### src/hdl/assert_macros.svh
// Assertion macros shared by the waveform angle RTL.
// Needs nothing else; files that check their own logic include it by name.
`ifndef ASSERT_MACROS_SVH
`define ASSERT_MACROS_SVH
`ifndef SYNTHESIS
// Check that is switched off while the reset is held.
`define PWA_ASSERT(lbl, clk, rst_n, prop) \
    lbl: assert property (@(posedge clk) disable iff (!rst_n) prop) \
        else $error("%m: check failed");
// Check that also holds while the reset is held.
`define PWA_ASSERT_ALWAYS(lbl, clk, prop) \
    lbl: assert property (@(posedge clk) prop) \
        else $error("%m: check failed");
`else
`define PWA_ASSERT(lbl, clk, rst_n, prop)
`define PWA_ASSERT_ALWAYS(lbl, clk, prop)
`endif
`endif

### src/hdl/pwa_div_cell.sv
// One cell of a restoring divider chain: one quotient bit per cell.
// Depends on assert_macros.svh; instantiated in rows by the core.
`default_nettype none
`include "assert_macros.svh"

module pwa_div_cell #(
    parameter int REM_W  = 24,
    parameter int WORD_W = 48
) (
    input  wire logic              i_clk,
    input  wire logic              i_rst_n,
    input  wire logic              i_valid,
    output logic                   o_ready,
    input  wire logic [REM_W-1:0]  i_rem,
    input  wire logic [REM_W-1:0]  i_div,
    input  wire logic [WORD_W-1:0] i_word,
    output logic                   o_valid,
    input  wire logic              i_ready,
    output logic      [REM_W-1:0]  o_rem,
    output logic      [REM_W-1:0]  o_div,
    output logic      [WORD_W-1:0] o_word
);

    logic              r_valid;
    logic [REM_W-1:0]  r_rem;
    logic [REM_W-1:0]  r_div;
    logic [WORD_W-1:0] r_word;
    logic [REM_W-1:0]  n_rem;
    logic [WORD_W-1:0] n_word;
    logic [REM_W:0]    trial;
    logic [REM_W:0]    diff;
    logic              take;
    logic              load;

    // The word shifts its top bit into the remainder and takes the
    // quotient bit in at the bottom.
    always_comb begin
        trial  = {i_rem, i_word[WORD_W-1]};
        diff   = trial - {1'b0, i_div};
        take   = (trial >= {1'b0, i_div});
        n_rem  = take ? diff[REM_W-1:0] : trial[REM_W-1:0];
        n_word = {i_word[WORD_W-2:0], take};
    end

    assign load    = !r_valid || i_ready;
    assign o_ready = load;

    always_ff @(posedge i_clk) begin
        if (!i_rst_n) begin
            r_valid <= 1'b0;
        end else if (load) begin
            r_valid <= i_valid;
        end
        if (load && i_valid) begin
            r_rem  <= n_rem;
            r_div  <= i_div;
            r_word <= n_word;
        end
    end

    assign o_valid = r_valid;
    assign o_rem   = r_rem;
    assign o_div   = r_div;
    assign o_word  = r_word;

    `PWA_ASSERT(a_cell_hold, i_clk, i_rst_n, (r_valid && !i_ready) |=> (r_valid && $stable(r_word)))
    `PWA_ASSERT(a_cell_div_nz, i_clk, i_rst_n, r_valid |-> (r_div != '0))

endmodule

`default_nettype wire

### config.mk
export PLATFORM = sky130hd
export DESIGN_NAME = pwa_div_cell
export DESIGN_NICKNAME = d
export VERILOG_FILES = /design/src/hdl/pwa_div_cell.sv
export VERILOG_INCLUDE_DIRS = /design/src /design/src/hdl
export SDC_FILE = /design/constraint.sdc
export NUM_CORES = 1
export LEC_CHECK = 0
export ABC_AREA = 1
export ABC_CLOCK_PERIOD_IN_PS = 6400
export BUFFER_PORTS_ARGS = -buffer_cell sky130_fd_sc_hd__buf_2
export CAP_MARGIN = 20
export CORE_AREA = 2 2 105 107
export CTS_BUF_LIST = sky130_fd_sc_hd__clkbuf_4
export DETAILED_ROUTE_END_ITERATION = 6
export DIE_AREA = 0 0 107 109
export HOLD_SLACK_MARGIN = 0.08
export PLACE_DENSITY = 0.88
export SYNTH_ARGS = -nofsm -noshare
export SYNTH_HDL_FRONTEND = slang
export SYNTH_SLANG_ARGS = --single-unit
export TNS_END_PERCENT = 20
### constraint.sdc
create_clock -name i_clk -period 6.4 [get_ports i_clk]
set_input_delay 0.64 -clock i_clk [delete_from_list [all_inputs] [get_ports i_clk]]
set_output_delay 0.64 -clock i_clk [all_outputs]
set_load 0.1 [all_outputs]
# Word-level counts from Yosys, hierarchy flattened
# Cells that the tools add are included.
[totals]
reg_bits = 97
input_bits = 100
out_inout_bits = 98
elab_cells = 10
[classes]
add_sub_neg = 1
magnitude_cmp = 1
n_mux = 1
n_reduce_logical = 3
[ops]
columns = ["op", "count"]
rows = [
  [">= comparator 25 x 24 -> 1 bit", 1],
  ["2-to-1 mux 24 bit", 1],
  ["subtractor 24 bit", 1],
  ["logical AND 1 bit", 1],
  ["logical NOT 1 bit", 1],
  ["logical OR 1 bit", 1],
]

# Logic depth before layout (Yosys ltp)
# Gate-level depths: netlist of the first run.
[depth]
word_depth = 3
mapped_depth = 14
depth_no_buf = 14

# Worst setup path after synthesis of the first run
# No wires, ideal clock.
[synth_timing]
path_kind = "reg2reg"
startpoint = "register r_valid, in the netlist o_valid"
endpoint = "register r_div[0], in the netlist o_div[0] (enable)"
arrival_ns = 5.470
t_required_ns = 5.819
setup_slack_ns = 0.349
stages_incl_launch_ff = 2
n_path_buf = 0
path_cell_list = "dfxtp_1 -> a21oi_1"
[synth_between]
elab_chain_len = 3
[synth_rtl]
columns = ["element", "line_no", "source"]
rows = [
  ["from (decl)", "pwa_div_cell.sv:24", "logic r_valid;"],
  ["from (signal assigned)", "pwa_div_cell.sv:52", "r_valid <= i_valid;"],
  ["logical NOT 1 bit", "pwa_div_cell.sv:45", "assign load = !r_valid || i_ready;"],
  ["logical OR 1 bit", "pwa_div_cell.sv:45", ""],
  ["logical AND 1 bit", "pwa_div_cell.sv:54", "if (load && i_valid) begin"],
  ["to (signal assigned)", "pwa_div_cell.sv:56", "r_div <= i_div;"],
  ["to (decl)", "pwa_div_cell.sv:26", "logic [REM_W-1:0] r_div;"],
]
# Every way passes these cells.
# A chain may end at the register's enable or synchronous reset.

# Worst setup path after layout of the first run
[layout_timing]
startpoint = "input i_div[10]"
endpoint = "register r_rem[9], in the netlist o_rem[9], data pin"
[layout_between]
elab_chain_len = 2
[layout_rtl]
columns = ["element", "line_no", "source"]
rows = [
  ["from (decl)", "pwa_div_cell.sv:15", "input wire logic [REM_W-1:0] i_div,"],
  [">= comparator 25 x 24 -> 1 bit", "pwa_div_cell.sv:40", "take = (trial >= {1'b0, i_div});"],
  ["2-to-1 mux 24 bit", "pwa_div_cell.sv:41", "n_rem = take ? diff[REM_W-1:0] : trial[REM_W-1:0];"],
  ["net n_rem[9]", "pwa_div_cell.sv:28", "logic [REM_W-1:0] n_rem;"],
  ["to (signal assigned)", "pwa_div_cell.sv:55", "r_rem <= n_rem;"],
  ["to (decl)", "pwa_div_cell.sv:25", "logic [REM_W-1:0] r_rem;"],
]
# The timed path passes the listed nets, and every way through them passes these cells.

==> results of run 1 <==
## worst register-to-register path, delay by kind of cell (launching register included)
family          cells  cell delay (ns)
compound gates      1             0.61
buf+inv             1             0.82
flops               1             0.38
## how the worst min path moves through the flow
stage	depth (start not counted)	slack, ns	end
finish	1	0.33	o_word[19]
global route	1	0.32	o_word[19]
CTS	1	0.32	o_word[43]
detailed placement	2	0.58	o_valid
global placement	2	0.53	o_valid
floorplan	0	0.74	o_div[0]
## registers in the layout, indices dropped and copies added (netlist names)
signal	flops
o_rem	24
o_valid	1
o_word	48
o_div	24
## kinds of logic (layout without fill, tap and decap cells)
family                   after synthesis  in the layout  synth area share (%)
AO/OA/AOI/OAI                         14             14                  1.64
XOR/XNOR                              11             11                  1.83
adder cells (fa/ha/maj)               25             25                  6.09
buffers and inverters                125            330                  9.35
flip-flops                            97             97                  55.2
other                                  0              1                     0
AND/OR/NAND/NOR                      312            312                  25.9
## power by group
| part | switching (mW) | internal (mW) | leakage [nW] | total [mW] |
|---|---|---|---|---|
| Sequential | 0.0112 | 0.758 | 0.940 | 0.769 |
| Combinational | 0.510 | 0.120 | 2.41 | 0.629 |
| Clock | 0.224 | 0.198 | 0.0968 | 0.421 |
| Total | 0.744 | 1.08 | 3.44 | 1.82 |
## layout by cell type (no fill, tap or decap), drive strengths merged, types with 3 or more instances in the layout
master	count
clkbuf	9
edfxtp	96
inv	119
nand2	216
nand4	31
a21oi	12
nor2	30
ha	24
bufinv	3
nand3	29
nor3	4
xor2	10
buf	198
## per-stage QoR
step / power (mW) / instances
floorplan: 1.29 / 584
global placement: 1.40 / 914
detailed placement: 1.41 / 914
CTS: 1.82 / 929
global route: 1.89 / 930
finish: 1.82 / 930
## metal layers
metal / share of wire [%] / up-vias / track usage (%) / wire (µm)
met5: 0 / - / 0 / 0
met4: 2.7 / 0 / 11.0 / 389
met3: 8.1 / 30 / 5.56 / 1160
met2: 49 / 193 / 42.5 / 6980
met1: 40 / 2060 / 28.7 / 5690
li1: - / 2280 / - / -
## final cells by class
type                            count  area [µm²]  share of cell area, %
Tap cell                          140         175                   2.67
Clock buffer                        9        67.6                   1.03
Multi-Input combinational cell    362        1880                   28.6
Antenna cell                        1        2.50                 0.0381
Timing Repair Buffer              198         993                   15.1
Clock inverter                      6         113                   1.71
Sequential cell                    97        2900                   44.2
Inverter                          117         439                   6.68
==> out/metrics.cfg, run 1 <==
[critical_path]
endpoint=o_rem[9]
cp.depth=11
r2r_end=o_rem[14]
critPathTopFamily=simple AND/OR/NAND/NOR gates
r2r_start=o_valid
critPathMostFrequentCell=nand2_1
crit_path_max_incr_delay_ns=0.70
critical_path.cell_chain=buf_2 > inv_1 > ha_1 > nand2_1 > nor2_1 > nand2_1 > inv_1 > nand4_2 > nand3_4 > nand2_1 > nand2_1
crit_path_top_delay_cell=nand4_2
cp-startpoint=i_div[10]
end_kind=flip-flop
path_class=input port to flip-flop
cp_max_fo=25
crit_arrival_ns=3.16
path_buf_inv=3
worstPathRequired_ns=6.74
rr_worst_depth=2
r2r_setup_slack_ns=4.18
startpoint_type=input port

[sta]
maxSlewViolCount=0
post-route-period-util_pct=44.0
fin_setup_tns_ns=0
rsz0062_at_grt=false
whs_ns=0.330
maxSlewHeadroom_pct=40.0
finalCriticalPeriod_ns=2.82
worst_slew_pin_slew_ns=0.900
setup_violations=0
finalHoldViolations=0
clock.fmax_ghz=0.355
finClkSkew_ns=0.0217
setup_ws_ns=3.58

[clock_tree]
cts_resized=0
cts_tree=built
path_clk_slew_ns=0.15
cts_buffer_depth=2
htree_num_levels=3
numCtsBuffers=9
cts_setup_buffers=0
cts_hold_buf=0
cts_root_buffer=clkbuf_4
clock_sink_count=97
clock_latency_ns=0.48

[routing]
first_iter_violations=278
via_per_inst=4.91
wl_per_cell_um=15.3
first_pass_iters=5
wirelength_mm=14.2
ant_nets=0
vias=4563
drc=0

[cells_and_area]
flow.area_growth_from_synthesis_pct=24.9
drive_above_1_share_pct=28.9
nets=910
finalCoreUtilization_pct=62.0
fin_area_mm2=0.00657
n_fill_cell=908

[global_routing]
overflow=0
grt_antenna_before_repair=1
grt_util_all_layers_pct=24.3
grt_pass1_vias=4344
grt_max_degree=77
grt_pass1_wl_mm=21.3

[synth]
ys.flop_type=edfxtp_1
yosysUniqueCellTypes=28
syn_inst=584
synth_top_area_share_pct=54.8
synth-edff-count=96
synth_warnings=0
synth.largest_area_cell=edfxtp_1
yosysMostFrequentCell=nand2_1
syn_nets=709
synth.ff_latch_count=97
synth.area.top_cells=edfxtp_1, nand2_1, inv_1
ys_seq_area_share_pct=55.2
ys_top_cells_by_count=nand2_1, inv_1, edfxtp_1
avgSynthCellArea_um2=9.01
async_flop_share_pct=0
synth_area_mm2=0.00526

[worst_hold_path]
min_from=i_word[18]
worst_hold_path_type=input port to flip-flop

[floorplanning]
rows=38
die_h_um=109
num_io_pins=198
dieArea_mm2=0.0117
initial_utilization_pct=49.6
core_mm2=0.0106
die_w_um=107

[pwr]
powerDensity_mw_per_mm2=277
ir_drop_uv=143
power_leakage_nw=3.44

[job]
cap_violations=0

[placed_design]
dp_worst_setup_slack_ns=3.06
port_buffers=197
dp_hpwl_mm=11.1
placedInstanceArea_mm2=0.00639
place_congestion=0.940

[outcome]
status=finished, final reports clean

Note: power is estimated with default switching activity, not from simulation.
==> inputs of run 2 (changes only) <==
--- a/config.mk
+++ b/config.mk
@@ -7,15 +7,15 @@
 export NUM_CORES = 1
 export LEC_CHECK = 0
 export ABC_AREA = 1
-export ABC_CLOCK_PERIOD_IN_PS = 6400
+export ABC_CLOCK_PERIOD_IN_PS = 2500
 export BUFFER_PORTS_ARGS = -buffer_cell sky130_fd_sc_hd__buf_2
 export CAP_MARGIN = 20
-export CORE_AREA = 2 2 105 107
+export CORE_AREA = 2 2 110 112
 export CTS_BUF_LIST = sky130_fd_sc_hd__clkbuf_4
 export DETAILED_ROUTE_END_ITERATION = 6
-export DIE_AREA = 0 0 107 109
+export DIE_AREA = 0 0 112 114
 export HOLD_SLACK_MARGIN = 0.08
-export PLACE_DENSITY = 0.88
+export PLACE_DENSITY = 0.85
 export SYNTH_ARGS = -nofsm -noshare
 export SYNTH_HDL_FRONTEND = slang
 export SYNTH_SLANG_ARGS = --single-unit
==> constraint.sdc (replaced) <==
create_clock -name i_clk -period 2.5 [get_ports i_clk]
set_input_delay 0.25 -clock i_clk [delete_from_list [all_inputs] [get_ports i_clk]]
set_output_delay 0.25 -clock i_clk [all_outputs]
set_load 0.1 [all_outputs]
==> run 2 against run 1 <==
Effect of this change:
- final area up 12%
- sequential cell count unchanged
- worst hold slack worse by 0.22 ns
- critical path depth up 1
- the flow now finishes with violations (DRC)
- register-to-register slack worse by 3.0 ns
- largest power group unchanged
- via count up 7.3%
- sequential share of layout area down 4.7 points
- routed wire length up 7.9%
- first-iteration DRC count up 16%
- final cell count up 9.6%
- clock power up 82%
- clock skew down 0.0058 ns
==> out/metrics.cfg, run 2 (synthesis gave the netlist of run 1 again) <==
[outcome]
status=finished with violations
violations=DRC

[sta]
maxSlewHeadroom_pct=65.5  ; +26 points
worst_slew_pin_slew_ns=0.521  ; -0.379 ns
fin_setup_tns_ns=0  ; unchanged
post-route-period-util_pct=95.8
rsz0062_at_grt=true
maxSlewViolCount=0  ; unchanged
finClkSkew_ns=0.0159  ; -0.00582 ns
setup_ws_ns=0.104  ; -3.48 ns
finalHoldViolations=0  ; unchanged
setup_violations=0  ; unchanged
clock.fmax_ghz=0.417
finalCriticalPeriod_ns=2.40

[global_routing]
grt_util_all_layers_pct=23.4  ; -0.95 points
grt_pass1_vias=4740  ; +9.1%
grt_max_degree=74  ; -3.9%
grt_pass1_wl_mm=23.2  ; +8.9%
grt_antenna_before_repair=1  ; unchanged
overflow=0  ; unchanged

[routing]
ant_nets=0  ; unchanged
wirelength_mm=15.3  ; +7.9%
first_iter_violations=323  ; +16%
first_pass_iters=7  ; +2
wl_per_cell_um=15.1  ; -1.6%
via_per_inst=4.80  ; -2.1%
drc=3  ; +3
vias=4894  ; +7.3%

[critical_path]
rr_worst_depth=3  ; +1
r2r_end=o_valid
r2r_setup_slack_ns=1.18  ; -3.00 ns
crit_arrival_ns=2.64  ; -0.52 ns
worstPathRequired_ns=2.74  ; -4.00 ns
endpoint=o_rem[20]
r2r_start=o_valid
end_kind=flip-flop
path_class=input port to flip-flop
critical_path.cell_chain=dlygate4sd3_1 > buf_2 > inv_1 > ha_1 > nand2_1 > nor2_2 > inv_1 > nor3_2 > nand3_4 > buf_12 > nand4_1 > nand2_1
crit_path_max_incr_delay_ns=0.54  ; -0.16 ns
cp-startpoint=i_div[14]
startpoint_type=input port
cp_max_fo=15  ; -40%
crit_path_top_delay_cell=dlygate4sd3_1

[pwr]
ir_drop_uv=436  ; +200%
total_power_mw=4.46  ; +150%
power_leakage_nw=3.77  ; +9.5%
powerDensity_mw_per_mm2=606  ; +120%

[cells_and_area]
fin_area_mm2=0.00735  ; +12%
multi_input_area_mm2=0.00190  ; +1.4%
nets=991  ; +8.9%
final_cell_mix=nand2_1, buf_2, inv_1
drive_above_1_share_pct=27.2  ; -1.7 points
final_common_cell=nand2_1
regArea_mm2=0.00291  ; +0.13%
n_fill_cell=951  ; +4.7%
largest_reg_flops=48  ; unchanged
flow.area_growth_from_synthesis_pct=39.8

[placed_design]
place_congestion=0.942  ; +0.19%
dp_hpwl_mm=10.9  ; -2.0%
port_buffers=197  ; unchanged
placedInstanceArea_mm2=0.00648  ; +1.4%
dp_worst_setup_slack_ns=0.150  ; -2.91 ns

[clock_tree]
htree_num_levels=3  ; unchanged
cts_root_buffer=clkbuf_4
clock_latency_ns=0.48  ; about the same
cts_buffer_depth=2  ; unchanged
clock_sink_count=97  ; unchanged
numCtsBuffers=9  ; unchanged
cts_tree=built
path_clk_slew_ns=0.16  ; about the same

[floorplanning]
num_io_pins=198  ; unchanged
rows=40  ; +5.3%
core_mm2=0.0117  ; +10%
dieArea_mm2=0.0128  ; +9.5%
die_w_um=112  ; +4.7%
die_h_um=114  ; +4.6%
initial_utilization_pct=44.9  ; -4.7 points

[worst_hold_path]
whs_path_depth=3  ; +2
worst_hold_path_type=input port to flip-flop

[job]
cap_violations=0  ; unchanged

## run 2: critical path, delay by kind of cell
family	cells	cell delay, ns
buffers and inverters	5	1.04
adders and majority gates	1	0.37
and+or+nand+nor	6	0.98
## run 2: through the flow
step / cells / hold WS (ns) / utilization, %
floorplan: 584 / 0.349 / -
global placement: 928 / 0.427 / 55.3
detailed placement: 928 / 0.428 / 55.3
CTS: 1017 / 0.0873 / 62.6
global route: 1019 / 0.112 / 62.8
finish: 1019 / 0.114 / 62.8
## run 2: worst min-delay path by stage
stage | endpoint | from
2_1_floorplan | o_div[0] | i_div[0]
3_3_place_gp | o_word[26] | i_word[25]
3_5_place_dp | o_word[40] | i_word[39]
4_1_cts | o_rem[0] | i_word[47]
5_1_grt | o_rem[0] | i_word[47]
6_report | o_rem[0] | i_word[47]
## run 2: power by group
| group | internal [mW] | switching [mW] | leakage (nW) |
|---|---|---|---|
| clock | 0.218 | 0.549 | 0.0608 |
| combinational | 0.395 | 1.33 | 2.77 |
| sequential | 1.94 | 0.0300 | 0.940 |
## run 2: layout make-up
class | instances | share of cell area, %
Inverter | 117 | 5.97
Tap cell | 147 | 2.50
Sequential cell | 97 | 39.5
Clock buffer | 10 | 1.02
Antenna cell | 1 | 0.0340
Timing Repair Buffer | 278 | 24.5
Clock inverter | 6 | 0.561
Multi-Input combinational cell | 363 | 25.9
## run 2: what timing repair did
item	in CTS	in global routing
hold buffers	73	0
endpoints found under the setup margin	0	25
buffers inserted	0	0
resized for setup	0	2
hold endpoints to repair	72	0
## run 2: layer usage
| metal | share of wire, % | vias up | global-route usage [%] |
|---|---|---|---|
| li1 | - | 2448 | - |
| met1 | 40 | 2233 | 26.8 |
| met2 | 51 | 186 | 42.4 |
| met3 | 6.3 | 27 | 4.68 |
| met4 | 2.6 | 0 | 10.5 |
| met5 | 0 | - | 0 |
==> inputs of run 3 (changes only) <==
--- a/config.mk
+++ b/config.mk
@@ -10,12 +10,16 @@
 export ABC_CLOCK_PERIOD_IN_PS = 2500
 export BUFFER_PORTS_ARGS = -buffer_cell sky130_fd_sc_hd__buf_2
 export CAP_MARGIN = 20
-export CORE_AREA = 2 2 110 112
+export CELL_PAD_IN_SITES_DETAIL_PLACEMENT = 1
+export CELL_PAD_IN_SITES_GLOBAL_PLACEMENT = 2
+export CORE_AREA = 2 2 146 148
 export CTS_BUF_LIST = sky130_fd_sc_hd__clkbuf_4
 export DETAILED_ROUTE_END_ITERATION = 6
-export DIE_AREA = 0 0 112 114
+export DIE_AREA = 0 0 148 150
 export HOLD_SLACK_MARGIN = 0.08
-export PLACE_DENSITY = 0.85
+export PLACE_DENSITY = 0.83
+export SETUP_SLACK_MARGIN = 0.1
+export SLEW_MARGIN = 20
 export SYNTH_ARGS = -nofsm -noshare
 export SYNTH_HDL_FRONTEND = slang
 export SYNTH_SLANG_ARGS = --single-unit
==> run 3 against run 2 <==
Effect of this change:
- the run now ends clean
- sequential share of layout area is 2.1 points lower
- first-iteration DRC count is 52% lower
- die area is 74% higher
- non-clock buffer count is 25 higher
- clock power is 30% higher
- power is 6.5% higher
- core utilization is 25 points lower
- register-to-register slack worse by 0.03 ns
- critical path depth is 3 higher
- sequential cell count stayed put
- sequential power hardly changed
- maximum frequency is 3.7% higher
- highest routed layer unchanged
==> out/metrics.cfg, run 3 (synthesis gave the netlist of run 1 again) <==
[clock_tree]
cts_tree=built
cts_root_buffer=clkbuf_4
numCtsBuffers=9  ; unchanged
cts_buffer_depth=2  ; unchanged
clock_latency_ns=0.51  ; +0.03 ns
clock_sink_count=97  ; unchanged
path_clk_slew_ns=0.18  ; +0.02 ns
htree_num_levels=3  ; unchanged

[routing]
wl_met3_um=874  ; -9.6%
wirelength_mm=17.9  ; +17%
wl_per_cell_um=15.3  ; +1.6%
m1WireLength_mm=8.00  ; +30%
first_pass_iters=4  ; -3
first_iter_violations=156  ; -52%
highest_layer=met4
ant_nets=0  ; unchanged
drc=0  ; -3
vias=4938  ; +0.90%
via_per_inst=4.22  ; -12%
wl_met2_mm=8.84  ; +13%

[global_routing]
grt_pass1_vias=5317  ; +12%
overflow=0  ; unchanged
grt_max_degree=56  ; -24%
grt_util_all_layers_pct=16.4  ; -7.0 points
grt_pass1_wl_mm=28.1  ; +21%
grt_antenna_before_repair=1  ; unchanged

[floorplanning]
dieArea_mm2=0.0222  ; +74%
num_io_pins=198  ; unchanged
rows=53  ; +33%
initial_utilization_pct=25.4  ; -19 points
core_mm2=0.0207  ; +77%
die_w_um=148  ; +32%
die_h_um=150  ; +32%

[pwr]
intPower_mw=2.70  ; +5.7%
switching_power_mw=2.05  ; +7.6%
swShare_pct=43.2  ; +0.45 points
power_leakage_nw=3.90  ; +3.3%
ir_drop_uv=184  ; -58%
total_power_mw=4.75  ; +6.5%
clkPwrFrac_pct=21.0  ; +3.8 points
p_comb_share_pct=37.5  ; -1.2 points
powerDensity_mw_per_mm2=611  ; +0.72%
sequentialPowerShare_pct=41.5  ; -2.6 points

[cells_and_area]
drive_above_1_share_pct=27.5  ; +0.28 points
n_fill_cell=2483  ; +160%
final_cells=1171  ; +15%
largest_reg_flops=48  ; unchanged
final_common_cell=nand2_1
nets=1015  ; +2.4%
finalCoreUtilization_pct=37.6  ; -25 points
flow.area_growth_from_synthesis_pct=47.8
final_cell_mix=nand2_1, buf_2, inv_1

[critical_path]
end_kind=flip-flop
r2r_setup_slack_ns=1.15  ; -0.03 ns
worstPathRequired_ns=2.76  ; +0.02 ns
startpoint_type=input port
critPathMostFrequentCell=nand2_1
cp_max_fo=10  ; -5
path_class=input port to flip-flop
crit_arrival_ns=2.57  ; -0.07 ns
crit_path_max_incr_delay_ns=0.53  ; about the same
critical_path.cell_chain=dlygate4sd3_1 > buf_2 > inv_1 > ha_1 > nand2_1 > nand2_1 > nand2_1 > nand2_1 > nand3_1 > nand2_1 > a21oi_4 > nand3_4 > buf_4 > nand2_1 > nand2_1
crit_path_top_delay_cell=dlygate4sd3_1

[sta]
maxSlewHeadroom_pct=65.0  ; -0.51 points
setup_violations=0  ; unchanged
setup_ws_ns=0.190  ; +0.0860 ns
clock.fmax_ghz=0.433  ; +3.7%
finalHoldViolations=0  ; unchanged
finalCriticalPeriod_ns=2.31  ; -0.0860 ns
worst_slew_pin_slew_ns=0.528  ; +0.00773 ns
rsz0062_at_grt=true
maxSlewViolCount=0  ; unchanged
finClkSkew_ns=0.0276  ; +0.0117 ns
post-route-period-util_pct=92.4  ; -3.4 points

[placed_design]
place_congestion=0.835  ; -11%
dp_hpwl_mm=13.2  ; +22%
placedCellCount=1059  ; +14%
port_buffers=197  ; unchanged
dp_worst_setup_slack_ns=0.0583  ; -0.0919 ns

[outcome]
status=finished, final reports clean

[job]
cap_violations=0  ; unchanged

[worst_hold_path]
worst_hold_path_type=input port to flip-flop

-- run 3: worst paths after layout --
| check | start | end | cells after the start |
|---|---|---|---|
| setup / recovery | i_div[18] | o_rem[15] | 15 |
| setup reg to reg | o_valid | o_word[26] | 2 |
| hold / removal | i_rem[17] | o_rem[18] | 3 |
| hold reg to reg | o_valid | o_rem[16] | 2 |
-- run 3: area by class of cell --
type / count / area [µm²] / area share (%)
diodes: 1 / 2.50 / 0.0322
multi-input cells: 362 / 1890 / 24.3
clock inverters: 7 / 100 / 1.29
repair buffers: 303 / 2020 / 26.0
well taps: 275 / 344 / 4.42
clock buffers: 9 / 67.6 / 0.869
flip-flops and latches: 97 / 2910 / 37.4
inverters: 117 / 439 / 5.65
-- run 3: critical path, delay by kind of cell --
family / cells / cell delay (ns)
compound gates: 1 / 0.19
fa+ha+maj: 1 / 0.35
buf+inv: 4 / 0.92
simple gates: 9 / 0.87
-- run 3: metal layers --
metal | track usage [%] | up-vias
met3 | 3.23 | 12
met2 | 28.9 | 133
met1 | 20.6 | 2307
li1 | - | 2486
met5 | 0 | -
met4 | 3.95 | 0
-- run 3: what timing repair did --
item,CTS,global route
setup endpoints to repair,0,19
resized for setup,0,4
hold buffers,91,1
buffers inserted,0,3
endpoints found under the hold margin,90,1
-- run 3: power by group through the flow --
stage	registers, mW	clock network [mW]	logic (mW)
floorplan	2.85	0	0.456
global placement	2.00	0	1.66
detailed placement	2.01	0	1.67
CTS	1.97	1.06	1.79
global route	1.98	1.11	1.92
finish	1.97	0.999	1.78
-- run 3: per-stage QoR --
stage / area (µm²) / TNS, ns / hold slack [ns]
global placement: 6650 / 0 / 0.426
floorplan: 5280 / -3.80 / 0.349
CTS: 7730 / 0 / 0.0823
global route: 7780 / 0 / 0.0860
finish: 7780 / 0 / 0.113
detailed placement: 6650 / 0 / 0.428
